<file path="src/rtl/crsh_pkg.sv">
// Shared types, codes and helpers for the closest ray segment hit block.
package crsh_pkg;

	// Request codes as they arrive on the input channel.
	localparam logic [1:0] REQ_LOAD  = 2'd0;
	localparam logic [1:0] REQ_CLEAR = 2'd1;
	localparam logic [1:0] REQ_QUERY = 2'd2;

	// Configuration register indexes (byte address bit 2).
	localparam logic REG_SCENE_WIDTH  = 1'b0;
	localparam logic REG_SCENE_HEIGHT = 1'b1;

	// Scene size registers and their reset values.
	localparam int CFG_W = 13;
	localparam logic [CFG_W-1:0] SCENE_WIDTH_RST  = 13'd1280;
	localparam logic [CFG_W-1:0] SCENE_HEIGHT_RST = 13'd720;

	// Far point coordinate width: (2*size+1) in Q.4.
	localparam int FAR_W = CFG_W + 5;

	// Commands passed from the front queue to the engine.
	typedef enum logic [1:0] {
		CMD_LOAD,
		CMD_CLEAR,
		CMD_QUERY
	} crsh_cmd_t;

	// Engine sequencer states.
	typedef enum logic [2:0] {
		ST_IDLE,
		ST_SQ,
		ST_CMP,
		ST_WALK,
		ST_DIV
	} crsh_state_t;

	// Far coordinate (2*size+1)*16 built by concatenation.
	function automatic logic [FAR_W-1:0] far_coord(input logic [CFG_W-1:0] size);
		return {size, 1'b1, 4'b0000};
	endfunction

endpackage

</file>
<file path="src/rtl/crsh_front.sv">
// Front end: accepts requests, classifies them and queues commands for the engine.
module crsh_front #(
	parameter int COORD_BITS = 20
) (
	input  logic                         clk,
	input  logic                         arst_n,
	input  logic                         in_valid,
	output logic                         in_ready,
	input  logic [1:0]                   in_req_type,
	input  logic signed [COORD_BITS-1:0] in_ax,
	input  logic signed [COORD_BITS-1:0] in_ay,
	input  logic signed [COORD_BITS-1:0] in_bx,
	input  logic signed [COORD_BITS-1:0] in_by,
	input  logic                         in_closes,
	output logic                         cmd_valid,
	input  logic                         cmd_ready,
	output crsh_pkg::crsh_cmd_t          cmd_kind,
	output logic signed [COORD_BITS-1:0] cmd_ax,
	output logic signed [COORD_BITS-1:0] cmd_ay,
	output logic signed [COORD_BITS-1:0] cmd_bx,
	output logic signed [COORD_BITS-1:0] cmd_by,
	output logic                         cmd_closes
);

	typedef struct packed {
		crsh_pkg::crsh_cmd_t          kind;
		logic signed [COORD_BITS-1:0] ax;
		logic signed [COORD_BITS-1:0] ay;
		logic signed [COORD_BITS-1:0] bx;
		logic signed [COORD_BITS-1:0] by;
		logic                         closes;
	} entry_t;

	entry_t              slot_q [2];
	logic                wr_ptr_q;
	logic                rd_ptr_q;
	logic [1:0]          cnt_q;
	logic                known;
	logic                push;
	logic                pop;
	crsh_pkg::crsh_cmd_t kind;

	// Classify the request; the unused code is dropped at the transfer.
	always_comb begin
		known = 1'b1;
		kind = crsh_pkg::CMD_LOAD;
		case (in_req_type)
			crsh_pkg::REQ_LOAD:  kind = crsh_pkg::CMD_LOAD;
			crsh_pkg::REQ_CLEAR: kind = crsh_pkg::CMD_CLEAR;
			crsh_pkg::REQ_QUERY: kind = crsh_pkg::CMD_QUERY;
			default:             known = 1'b0;
		endcase
	end

	assign in_ready = (cnt_q != 2'd2);
	assign push = in_valid && in_ready && known;
	assign cmd_valid = (cnt_q != 2'd0);
	assign pop = cmd_valid && cmd_ready;

	// Two-entry queue pointers and fill count.
	always_ff @(posedge clk or negedge arst_n) begin
		if (!arst_n) begin
			wr_ptr_q <= 1'b0;
			rd_ptr_q <= 1'b0;
			cnt_q <= 2'd0;
		end else begin
			if (push) wr_ptr_q <= ~wr_ptr_q;
			if (pop) rd_ptr_q <= ~rd_ptr_q;
			cnt_q <= cnt_q + {1'b0, push} - {1'b0, pop};
		end
	end

	// Queue storage.
	always_ff @(posedge clk) begin
		if (push) begin
			slot_q[wr_ptr_q] <= '{kind: kind, ax: in_ax, ay: in_ay, bx: in_bx, by: in_by,
				closes: in_closes};
		end
	end

	assign cmd_kind = slot_q[rd_ptr_q].kind;
	assign cmd_ax = slot_q[rd_ptr_q].ax;
	assign cmd_ay = slot_q[rd_ptr_q].ay;
	assign cmd_bx = slot_q[rd_ptr_q].bx;
	assign cmd_by = slot_q[rd_ptr_q].by;
	assign cmd_closes = slot_q[rd_ptr_q].closes;

endmodule

</file>
<file path="config.mk">
export PLATFORM = sky130hd
export DESIGN_NAME = crsh_front
export DESIGN_NICKNAME = d
export VERILOG_FILES = /design/src/rtl/crsh_pkg.sv /design/src/rtl/crsh_front.sv
export SDC_FILE = /design/constraint.sdc
export NUM_CORES = 1
export LEC_CHECK = 0
export CELL_PAD_IN_SITES_DETAIL_PLACEMENT = 1
export CELL_PAD_IN_SITES_GLOBAL_PLACEMENT = 1
export CORE_UTILIZATION = 48
export CTS_CLUSTER_SIZE = 30
export DETAILED_ROUTE_END_ITERATION = 16
export DONT_BUFFER_PORTS = 1
export PLACE_DENSITY_LB_ADDON = 0.1
export REMOVE_ABC_BUFFERS = 1
export SLEW_MARGIN = 30
export SYNTH_ARGS = -nofsm -noshare
export SYNTH_HDL_FRONTEND = slang
export SYNTH_SLANG_ARGS = --single-unit
</file>
<file path="constraint.sdc">
create_clock -name clk -period 4.9 [get_ports clk]
set_input_delay 0.735 -clock clk [delete_from_list [all_inputs] [get_ports clk]]
set_output_delay 0.735 -clock clk [all_outputs]
set_load 0.005 [all_outputs]
</file>
==> results.sh, run 1 <==
export IMPL_status="finished clean"
export IMPL_finish_utilization_pct=55.0
export IMPL_grt_overflow=0
export IMPL_endpoint_kind="output port"
export IMPL_hold_viol_final=0
export IMPL_synth_top_cell_area_share_pct=76.8
export IMPL_leakage_nw=2.53
export IMPL_htreeDepth=4
export IMPL_synth_area_leader_cell="edfxtp_1"
export IMPL_ant_nets=0
export IMPL_antenna_found_initial=0
export IMPL_relSlewSlack_pct=45.8
export IMPL_antennaDiodeCount=0
export IMPL_rows=42
export IMPL_cts_buffer_depth=2
export IMPL_ir_worst_vdd_mv=0.367
export IMPL_synthTopCellsByCount="edfxtp_1, mux2_4, mux2_2, buf_6, dfrtp_1"
export IMPL_synth_cell_type_count=24
export IMPL_fillers=1137
export IMPL_pin_count=172
export IMPL_initial_utilization_pct=49.2
export IMPL_nets=388
export IMPL_cp_required_ns=4.16
export IMPL_cap_violations=0
export IMPL_fp_dieArea_um2=14000
export IMPL_synthArstFlopShare_pct=2.35
export IMPL_track_usage_pct=15.5
export IMPL_path_clk_slew_ns=0.06
export IMPL_ys_ff_latch=170
export IMPL_p_clk_share_pct=28.9
export IMPL_p_comb_share_pct=22.0
export IMPL_cts_tree="yes"
export IMPL_maxSlewViolCount=0
export IMPL_period_share_pct=60.7
export IMPL_cts_setup_buffers=0
export IMPL_io_buffers=0
export IMPL_wl_per_cell_um=21.3
export IMPL_clk_latency_ns=0.42
export IMPL_fmax_ghz=0.336
export IMPL_switching_share_pct=25.6
export IMPL_crit_fanout=46
export IMPL_die_x_um=118
export IMPL_hpwl_mm=6.63
export IMPL_gp_congestion=0.705
export IMPL_period_minus_slack_ns=2.98
export IMPL_min_path_type="input port to register"
export IMPL_startpoint_type="register"
export IMPL_pwr_density_cell_nw_per_um2=582
export IMPL_cts_made_buffers=17
export IMPL_fin_hold_ws_ns=0.408
export IMPL_path_class="register to output port"
export IMPL_rsz0062_at_grt="no"
export IMPL_post_synth_top_count_cell="edfxtp_1"
export IMPL_fin_skew_ns=0.00930
export IMPL_grt_pass1_wl_mm=15.4
export IMPL_cts_root_buf="clkbuf_16"
export IMPL_synth_edff_count=166
export IMPL_internal_power_mw=3.14
export IMPL_yosys_warnings=0
export IMPL_syn_inst=284
export IMPL_wirelength_mm=10.4
export IMPL_seqPwrFrac_pct=49.1
export IMPL_regToRegSetupSlack_ns=2.64
export IMPL_cp_arrival_ns=2.24
export IMPL_die_y_um=118
export IMPL_drcViolationCount=0
export IMPL_drive_gt1_share_pct=39.2
export IMPL_synth_area_leaders="edfxtp_1, mux2_4, mux2_2"
export IMPL_yosysSeqAreaShare_pct=78.3
export IMPL_drt_pre_antenna_iters=4
export IMPL_vias_per_cell=5.24
export IMPL_synth_main_ff_cell="edfxtp_1"
export IMPL_first_global_vias=2753
export IMPL_coreArea_um2=13200
export IMPL_cts_sinks=170
export IMPL_worst_slew_pin_slew_ns=0.813
export IMPL_grt_max_degree=58
export IMPL_dr_first_iter_drc_count=81
export IMPL_post_synth_cell_area_avg_um2=22.9
export IMPL_synth_area_um2=6490
export IMPL_setup_violations=0
export IMPL_syn_to_final_growth_pct=11.8
export IMPL_via_count=2540
export IMPL_p_switching_mw=1.08
export IMPL_ctsResizeCount=0
-- cells in the final DEF (no fill, tap or decap), types with 3 or more instances in the layout --
cell,instances
mux2_4,60
mux2_2,23
nand2_1,3
clkbuf_16,17
edfxtp_1,166
dfrtp_1,3
clkinv_2,4
buf_4,3
clkinvlp_4,3
-- sequential cells by signal (all words and copies together) (netlist names) --
signal / flops
slot_q: 166
wr_ptr_q: 1
rd_ptr_q: 1
cnt_q: 2
-- critical path: stages (launching register included) --
cell and delay [ns]:
dfrtp_4 0.92, buf_4 0.49, mux2_2 0.40
-- final cells by class --
class / count / area [um^2] / area share [%]
Clock inverter: 10 / 106 / 1.47
Sequential cell: 170 / 5090 / 70.1
Tap cell: 176 / 220 / 3.03
Timing Repair Buffer: 6 / 80.1 / 1.10
Multi-Input combinational cell: 105 / 1330 / 18.4
Clock buffer: 18 / 429 / 5.91
-- logic make-up (layout without fill, tap and decap cells) --
family | Yosys count | count (layout) | share of synthesized area [%]
adders and majority gates | 1 | 1 | 0.193
DFF | 170 | 170 | 78.3
xor gates and xnor gates | 3 | 3 | 0.405
and+or+nand+nor | 13 | 13 | 1.23
buffers and inverters | 9 | 34 | 1.31
muxes | 83 | 83 | 17.9
AOI/OAI and AO/OA | 5 | 5 | 0.636
-- power by group through the flow --
stage               logic (mW)  clock network (mW)  registers [mW]
floorplan                0.789                   0            2.14
global placement         0.935                   0            2.10
detailed placement       0.942                   0            2.11
CTS                      0.946                1.26            2.08
global route             0.998                1.30            2.11
finish                   0.928                1.22            2.07
-- metrics by stage --
| step | setup WS (ns) | std cells | cell area, um^2 | TNS [ns] | total power, mW |
|---|---|---|---|---|---|
| after global routing | 1.78 | 485 | 7260 | 0 | 4.41 |
| after detailed placement | 2.20 | 455 | 6680 | 0 | 3.06 |
| after floorplan | -0.123 | 275 | 6400 | -10.23 | 2.93 |
| final | 1.92 | 485 | 7260 | 0 | 4.22 |
| after global placement | 2.26 | 455 | 6680 | 0 | 3.03 |
| after CTS | 1.83 | 484 | 7230 | 0 | 4.29 |
-- repair_timing --
action,CTS,global route
endpoints found under the setup margin,0,0
hold buffers,1,0
hold endpoints to repair,4,0
-- worst paths after layout --
kind	start	to	cells past startpoint
max	rd_ptr_q	cmd_ax[18]	2
min in group asynchronous	arst_n	wr_ptr_q	1
max reg2reg	cnt_q[0]	slot_q[1][54]	3
min	in_bx[8]	slot_q[0][29]	0
min reg2reg	wr_ptr_q	wr_ptr_q	1
max in group asynchronous	arst_n	rd_ptr_q	1
-- per-layer routing --
layer | track usage [%] | share of wire (%)
met3 | 9.70 | 11
met1 | 16.5 | 37
met5 | 0 | 0
met2 | 24.6 | 50
met4 | 5.77 | 1.2
Power figures use the tool's default switching activity.
==> run 2: changes to the inputs <==
--- a/config.mk
+++ b/config.mk
@@ -5,9 +5,10 @@
 export SDC_FILE = /design/constraint.sdc
 export NUM_CORES = 1
 export LEC_CHECK = 0
+export ABC_AREA = 1
 export CELL_PAD_IN_SITES_DETAIL_PLACEMENT = 1
 export CELL_PAD_IN_SITES_GLOBAL_PLACEMENT = 1
-export CORE_UTILIZATION = 48
+export CORE_UTILIZATION = 50
 export CTS_CLUSTER_SIZE = 30
 export DETAILED_ROUTE_END_ITERATION = 16
 export DONT_BUFFER_PORTS = 1
==> constraint.sdc (replaced) <==
create_clock -name clk -period 3.1 [get_ports clk]
set_input_delay 0.465 -clock clk [delete_from_list [all_inputs] [get_ports clk]]
set_output_delay 0.465 -clock clk [all_outputs]
set_load 0.005 [all_outputs]
==> results.sh, run 2 <==
export IMPL_status="finished clean"
export IMPL_largest_reg_flops=166
export IMPL_dp_cells=629
export IMPL_first_global_vias=3644
export IMPL_initial_utilization_pct=52.0
export IMPL_tns_ns=0
export IMPL_post_synth_top_count_cell="nand2_1"
export IMPL_fin_skew_ns=0.00396
export IMPL_routed_top_layer="met4"
export IMPL_ant_nets=0
export IMPL_synthAdderAreaFrac_pct=0.198
export IMPL_path_class="register to output port"
export IMPL_synth_compound_gate_area_share_pct=0.0792
export IMPL_routedLengthMet1_mm=4.36
export IMPL_ir_worst_vdd_mv=0.482
export IMPL_synth_cell_type_count=16
export IMPL_cts_made_buffers=17
export IMPL_io_buffers=0
export IMPL_die_y_um=114
export IMPL_wl_met2_mm=6.32
export IMPL_die_x_um=114
export IMPL_largest_register="slot_q"
export IMPL_hpwl_mm=7.75
export IMPL_synthMuxAreaShare_pct=0
export IMPL_synth_area_um2=6320
export IMPL_fmax_ghz=0.440
export IMPL_cts_root_buf="clkbuf_16"
export IMPL_grt_pass1_wl_mm=18.5
export IMPL_relSlewSlack_pct=41.1
export IMPL_leakage_nw=2.72
export IMPL_crit_top_cell="nand2_1"
export IMPL_worstPathCellList="buf_4 -> nand2_1 -> nand2_1"
export IMPL_path_clk_slew_ns=0.06
export IMPL_gp_congestion=0.743
export IMPL_endpoint_kind="output port"
export IMPL_finish_utilization_pct=57.4
export IMPL_cap_violations=0
export IMPL_startpoint_type="register"
export IMPL_period_share_pct=73.3
export IMPL_cts_buffer_depth=2
export IMPL_fillers=1172
export IMPL_antenna_found_initial=0
export IMPL_drt_pre_antenna_iters=4
export IMPL_synth_area_leaders="edfxtp_1, nand2_1, dfrtp_1"
export IMPL_cts_sinks=170
export IMPL_htreeDepth=4
export IMPL_fin_hold_ws_ns=0.140
export IMPL_period_minus_slack_ns=2.27
export IMPL_final_common_cell="nand2_1"
export IMPL_finalNonFillerCells=660
export IMPL_syn_to_final_growth_pct=10.5
export IMPL_final_cell_mix="nand2_1, edfxtp_1, clkbuf_16, inv_1"
export IMPL_syn_inst=471
export IMPL_coreArea_um2=12200
export IMPL_yosys_warnings=0
export IMPL_dr_first_iter_drc_count=211
export IMPL_cts_tree="yes"
export IMPL_worst_slew_pin_slew_ns=0.884
export IMPL_crit_fanout=83
export IMPL_slowest_stage="buf_4"
export IMPL_vias_per_cell=5.18
export IMPL_reg_largest_list="slot_q (166), cnt_q (2)"
export IMPL_wl_per_cell_um=18.4
export IMPL_nets=569
export IMPL_setup_violations=0
export IMPL_hold_viol_final=0
export IMPL_slowest_delay_ns=0.66
export IMPL_drcViolationCount=0
export IMPL_synth_main_ff_cell="edfxtp_1"
export IMPL_synth_edff_count=166
export IMPL_synthSimpleGateAreaFrac_pct=16.1
export IMPL_grt_overflow=0
export IMPL_maxSlewViolCount=0
export IMPL_pwr_density_cell_nw_per_um2=925
export IMPL_yosysSeqAreaShare_pct=80.4
export IMPL_synth_top_family_by_area="simple AND/OR/NAND/NOR gates"
export IMPL_post_synth_cell_area_avg_um2=13.4
export IMPL_rsz0062_at_grt="no"
export IMPL_min_path_type="input port to register"
export IMPL_yosys_area_share_xor_xnor_pct=0.139
export IMPL_clk_latency_ns=0.42
export IMPL_drive_gt1_share_pct=6.50
export IMPL_fp_dieArea_um2=13100
export IMPL_track_usage_pct=19.7
export IMPL_synth_area_leader_cell="edfxtp_1"
export IMPL_cp_arrival_ns=1.81
export IMPL_cp_required_ns=2.63
export IMPL_synth_top_cell_area_share_pct=78.9
export IMPL_grt_max_degree=84
export IMPL_pin_count=172
export IMPL_fin_ws_ns=0.829
export IMPL_ctsResizeCount=0
export IMPL_dp_worst_setup_slack_ns=1.19
export IMPL_antennaDiodeCount=0
export IMPL_via_count=3421
export IMPL_ys_ff_latch=170
export IMPL_dr_wl_met3_mm=1.22
export IMPL_wirelength_mm=12.2
export IMPL_synthArstFlopShare_pct=2.35
export IMPL_rows=40
export IMPL_synthTopCellsByCount="nand2_1, edfxtp_1, inv_1, buf_4, nor2_1"
run 2: changes by cell type after synthesis, moves of 2 or more:
cell	change
mux2_4	-60
mux2_2	-23
nor2_1	+5
xnor2_1	-2
buf_4	+8
a21oi_1	-2
nand2_1	+256
inv_1	+10
run 2: per-stage QoR:
| step | cell area (um^2) | total power [mW] |
|---|---|---|
| 4_1_cts | 6980 | 6.57 |
| 3_5_place_dp | 6470 | 4.72 |
| 5_1_grt | 6980 | 6.83 |
| 3_3_place_gp | 6470 | 4.66 |
| 6_report | 6980 | 6.46 |
| 2_1_floorplan | 6170 | 4.23 |
run 2: path summary, 6_finish.rpt:
path | start | end | slack [ns] | depth (start not counted)
max | rd_ptr_q | cmd_by[2] | 0.83 | 3
min | in_ax[16] | slot_q[0][77] | 0.14 | 0
max reg2reg | cnt_q[1] | slot_q[1][43] | 1.19 | 4
min reg2reg | cnt_q[0] | cnt_q[0] | 0.57 | 1
max in group asynchronous | arst_n | rd_ptr_q | 2.55 | 1
min in group asynchronous | arst_n | wr_ptr_q | 0.34 | 1
run 2: power by group:
group          switching [mW]  internal (mW)  leakage [nW]
Sequential              0.105           3.01          1.58
Clock                   0.760           1.08         0.242
Combinational            1.16          0.343         0.898
Total                    2.02           4.43          2.72
run 2: kinds of logic (layout without fill, tap and decap cells):
family / after synthesis / count (layout)
xor+xnor: 1 / 1
buf+inv: 29 / 50
compound gates: 1 / 1
simple gates: 269 / 269
flops: 170 / 170
fa+ha+maj: 1 / 1
run 2: what timing repair did:
action,CTS,global route
hold endpoints to repair,4,0
buffers inserted,0,0
hold buffers,1,0
run 2: critical path, delay by kind of cell (launching register included):
| kind | cells | cell delay (ns) |
|---|---|---|
| buffers and inverters | 1 | 0.66 |
| flip-flops | 1 | 0.36 |
| AND/OR/NAND/NOR | 2 | 0.30 |
run 2: cell type report:
type | count | area [um^2] | area share (%)
Clock inverter | 6 | 50.0 | 0.717
Inverter | 11 | 41.3 | 0.591
Sequential cell | 170 | 5090 | 72.8
Timing Repair Buffer | 9 | 82.6 | 1.18
Tap cell | 168 | 210 | 3.01
Clock buffer | 24 | 452 | 6.47
Multi-Input combinational cell | 272 | 1060 | 15.2
run 2: per-layer routing:
metal	track usage (%)	vias to the layer above
met2	34.1	125
met4	9.70	0
li1	-	1592
met1	19.9	1686
met3	9.26	18
met5	0	-
==> run 3: changes to the inputs <==
--- a/config.mk
+++ b/config.mk
@@ -8,7 +8,7 @@
 export ABC_AREA = 1
 export CELL_PAD_IN_SITES_DETAIL_PLACEMENT = 1
 export CELL_PAD_IN_SITES_GLOBAL_PLACEMENT = 1
-export CORE_UTILIZATION = 50
+export CORE_UTILIZATION = 45
 export CTS_CLUSTER_SIZE = 30
 export DETAILED_ROUTE_END_ITERATION = 16
 export DONT_BUFFER_PORTS = 1
==> constraint.sdc (replaced) <==
create_clock -name clk -period 1.9 [get_ports clk]
set_input_delay 0.285 -clock clk [delete_from_list [all_inputs] [get_ports clk]]
set_output_delay 0.285 -clock clk [all_outputs]
set_load 0.005 [all_outputs]
==> results.sh, run 3 (synthesis gave the netlist of run 2 again) <==
export IMPL_status="finished clean"
export IMPL_largest_register="slot_q"
export IMPL_fin_ws_ns=0.185
export IMPL_internal_power_mw=7.57
export IMPL_setup_violations=0
export IMPL_relSlewSlack_pct=77.2
export IMPL_drive_gt1_share_pct=6.43
export IMPL_min_path_type="input port to register"
export IMPL_syn_to_final_growth_pct=25.1
export IMPL_drcViolationCount=0
export IMPL_placed_cell_area_um2=6540
export IMPL_largest_reg_flops=166
export IMPL_cts_setup_buffers=0
export IMPL_die_x_um=121
export IMPL_p_comb_share_pct=25.1
export IMPL_cts_root_buf="clkbuf_16"
export IMPL_pin_count=172
export IMPL_p_switching_mw=3.47
export IMPL_hold_viol_final=0
export IMPL_coreArea_um2=13500
export IMPL_wirelength_mm=13.2
export IMPL_io_buffers=0
export IMPL_track_usage_pct=19.0
export IMPL_vias_per_cell=5.02
export IMPL_ir_worst_vdd_mv=0.686
export IMPL_drt_pre_antenna_iters=4
export IMPL_cts_buffer_depth=2
export IMPL_finish_instance_area_um2=7910
export IMPL_period_minus_slack_ns=1.72
export IMPL_grt_pass1_wl_mm=20.4
export IMPL_grt_max_degree=60
export IMPL_startpoint_type="register"
export IMPL_endpoint_kind="output port"
export IMPL_die_y_um=121
export IMPL_ant_nets=0
export IMPL_initial_utilization_pct=47.0
export IMPL_slowest_delay_ns=0.44
export IMPL_cts_tree="yes"
export IMPL_hpwl_mm=8.05
export IMPL_via_count=3778
export IMPL_reg_largest_list="slot_q (166), cnt_q (2)"
export IMPL_dp_cells=637
export IMPL_cp_arrival_ns=1.43
export IMPL_final_common_cell="nand2_1"
export IMPL_fp_dieArea_um2=14500
export IMPL_pwr_density_cell_nw_per_um2=1400
export IMPL_gp_congestion=0.736
export IMPL_seqPwrFrac_pct=46.1
export IMPL_fin_skew_ns=0.00757
export IMPL_final_cell_mix="nand2_1, edfxtp_1, dlygate4sd3_1, clkbuf_16, inv_1"
export IMPL_hold_buffers=82
export IMPL_tns_ns=0
export IMPL_switching_share_pct=31.4
export IMPL_cts_sinks=170
export IMPL_rsz0062_at_grt="no"
export IMPL_crit_fanout=46
export IMPL_path_clk_slew_ns=0.06
export IMPL_finalNonFillerCells=752
export IMPL_cts_made_buffers=17
export IMPL_grt_overflow=0
export IMPL_finish_utilization_pct=58.8
export IMPL_period_share_pct=90.3
export IMPL_dp_worst_setup_slack_ns=0.230
export IMPL_htreeDepth=4
export IMPL_nets=650
export IMPL_antenna_found_initial=1
export IMPL_path_class="register to output port"
export IMPL_worstPathCellList="inv_2 -> buf_12 -> nand2_1 -> nand2_1"
export IMPL_leakage_nw=3.10
export IMPL_slowest_stage="dfrtp_2"
export IMPL_p_clk_share_pct=28.8
export IMPL_dr_first_iter_drc_count=257
export IMPL_first_global_vias=3946
export IMPL_worst_slew_pin_slew_ns=0.338
export IMPL_ctsResizeCount=0
export IMPL_maxSlewViolCount=0
export IMPL_cap_violations=0
export IMPL_fmax_ghz=0.583
export IMPL_wl_per_cell_um=17.6
export IMPL_cp_required_ns=1.62
export IMPL_clk_latency_ns=0.41
export IMPL_crit_top_cell="nand2_1"
export IMPL_rows=42
[run 3: changes by cell type in the layout (fill, tap and decap cells not counted), sizes merged]
cell         before  now
bufinv            1    2
clkinvlp          0    1
clkbuf           24   20
dlygate4sd3       1   82
diode             0    1
clkinv            5    9
[run 3: path summary, 6_finish.rpt]
| kind | cells after the start | end | slack, ns | from |
|---|---|---|---|---|
| setup reg to reg | 11 | cnt_q[1] | 0.23 | cnt_q[1] |
| min in group asynchronous | 1 | cnt_q[0] | 0.15 | arst_n |
| hold / removal | 1 | slot_q[1][81] | 0.08 | in_req_type[1] |
| setup / recovery | 4 | cmd_ax[0] | 0.18 | rd_ptr_q |
| hold reg to reg | 1 | cnt_q[0] | 0.56 | cnt_q[0] |
| max in group asynchronous | 1 | rd_ptr_q | 1.56 | arst_n |
[run 3: critical path: cells and delay by family, from the launching register on]
family        cells  cell delay, ns
flops             1            0.44
simple gates      2            0.22
buf+inv           2            0.34
[run 3: routing by layer]
metal | track usage, % | vias to the layer above | share of wire [%]
met5 | 0 | - | 0
met2 | 31.7 | 122 | 51
met3 | 6.93 | 17 | 6.5
li1 | - | 1764 | -
met4 | 7.10 | 0 | 1.6
met1 | 22.6 | 1875 | 41
[run 3: stage by stage]
| stage | power, mW | hold WS, ns |
|---|---|---|
| floorplan | 6.90 | -0.0106 |
| global placement | 7.75 | -0.0104 |
| detailed placement | 7.85 | -0.0105 |
| CTS | 11.2 | 0.0580 |
| global route | 11.7 | 0.0546 |
| finish | 11.0 | 0.0769 |
[run 3: final cells by class]
| class | count | area, um^2 |
|---|---|---|
| fill | 1329 | 5540 |
| inverter | 11 | 41.3 |
| sequential | 170 | 5090 |
| clock buffer | 20 | 437 |
| antenna | 1 | 2.50 |
| tap | 176 | 220 |
| multi-input combinational | 272 | 1060 |
| timing repair buffer | 90 | 956 |
| clock inverter | 12 | 106 |
[run 3: power by group through the flow]
stage	combinational [mW]	clock, mW	sequential, mW
floorplan	1.55	0	5.35
global placement	2.62	0	5.13
detailed placement	2.68	0	5.17
CTS	2.87	3.26	5.09
global route	3.13	3.43	5.14
finish	2.77	3.18	5.09
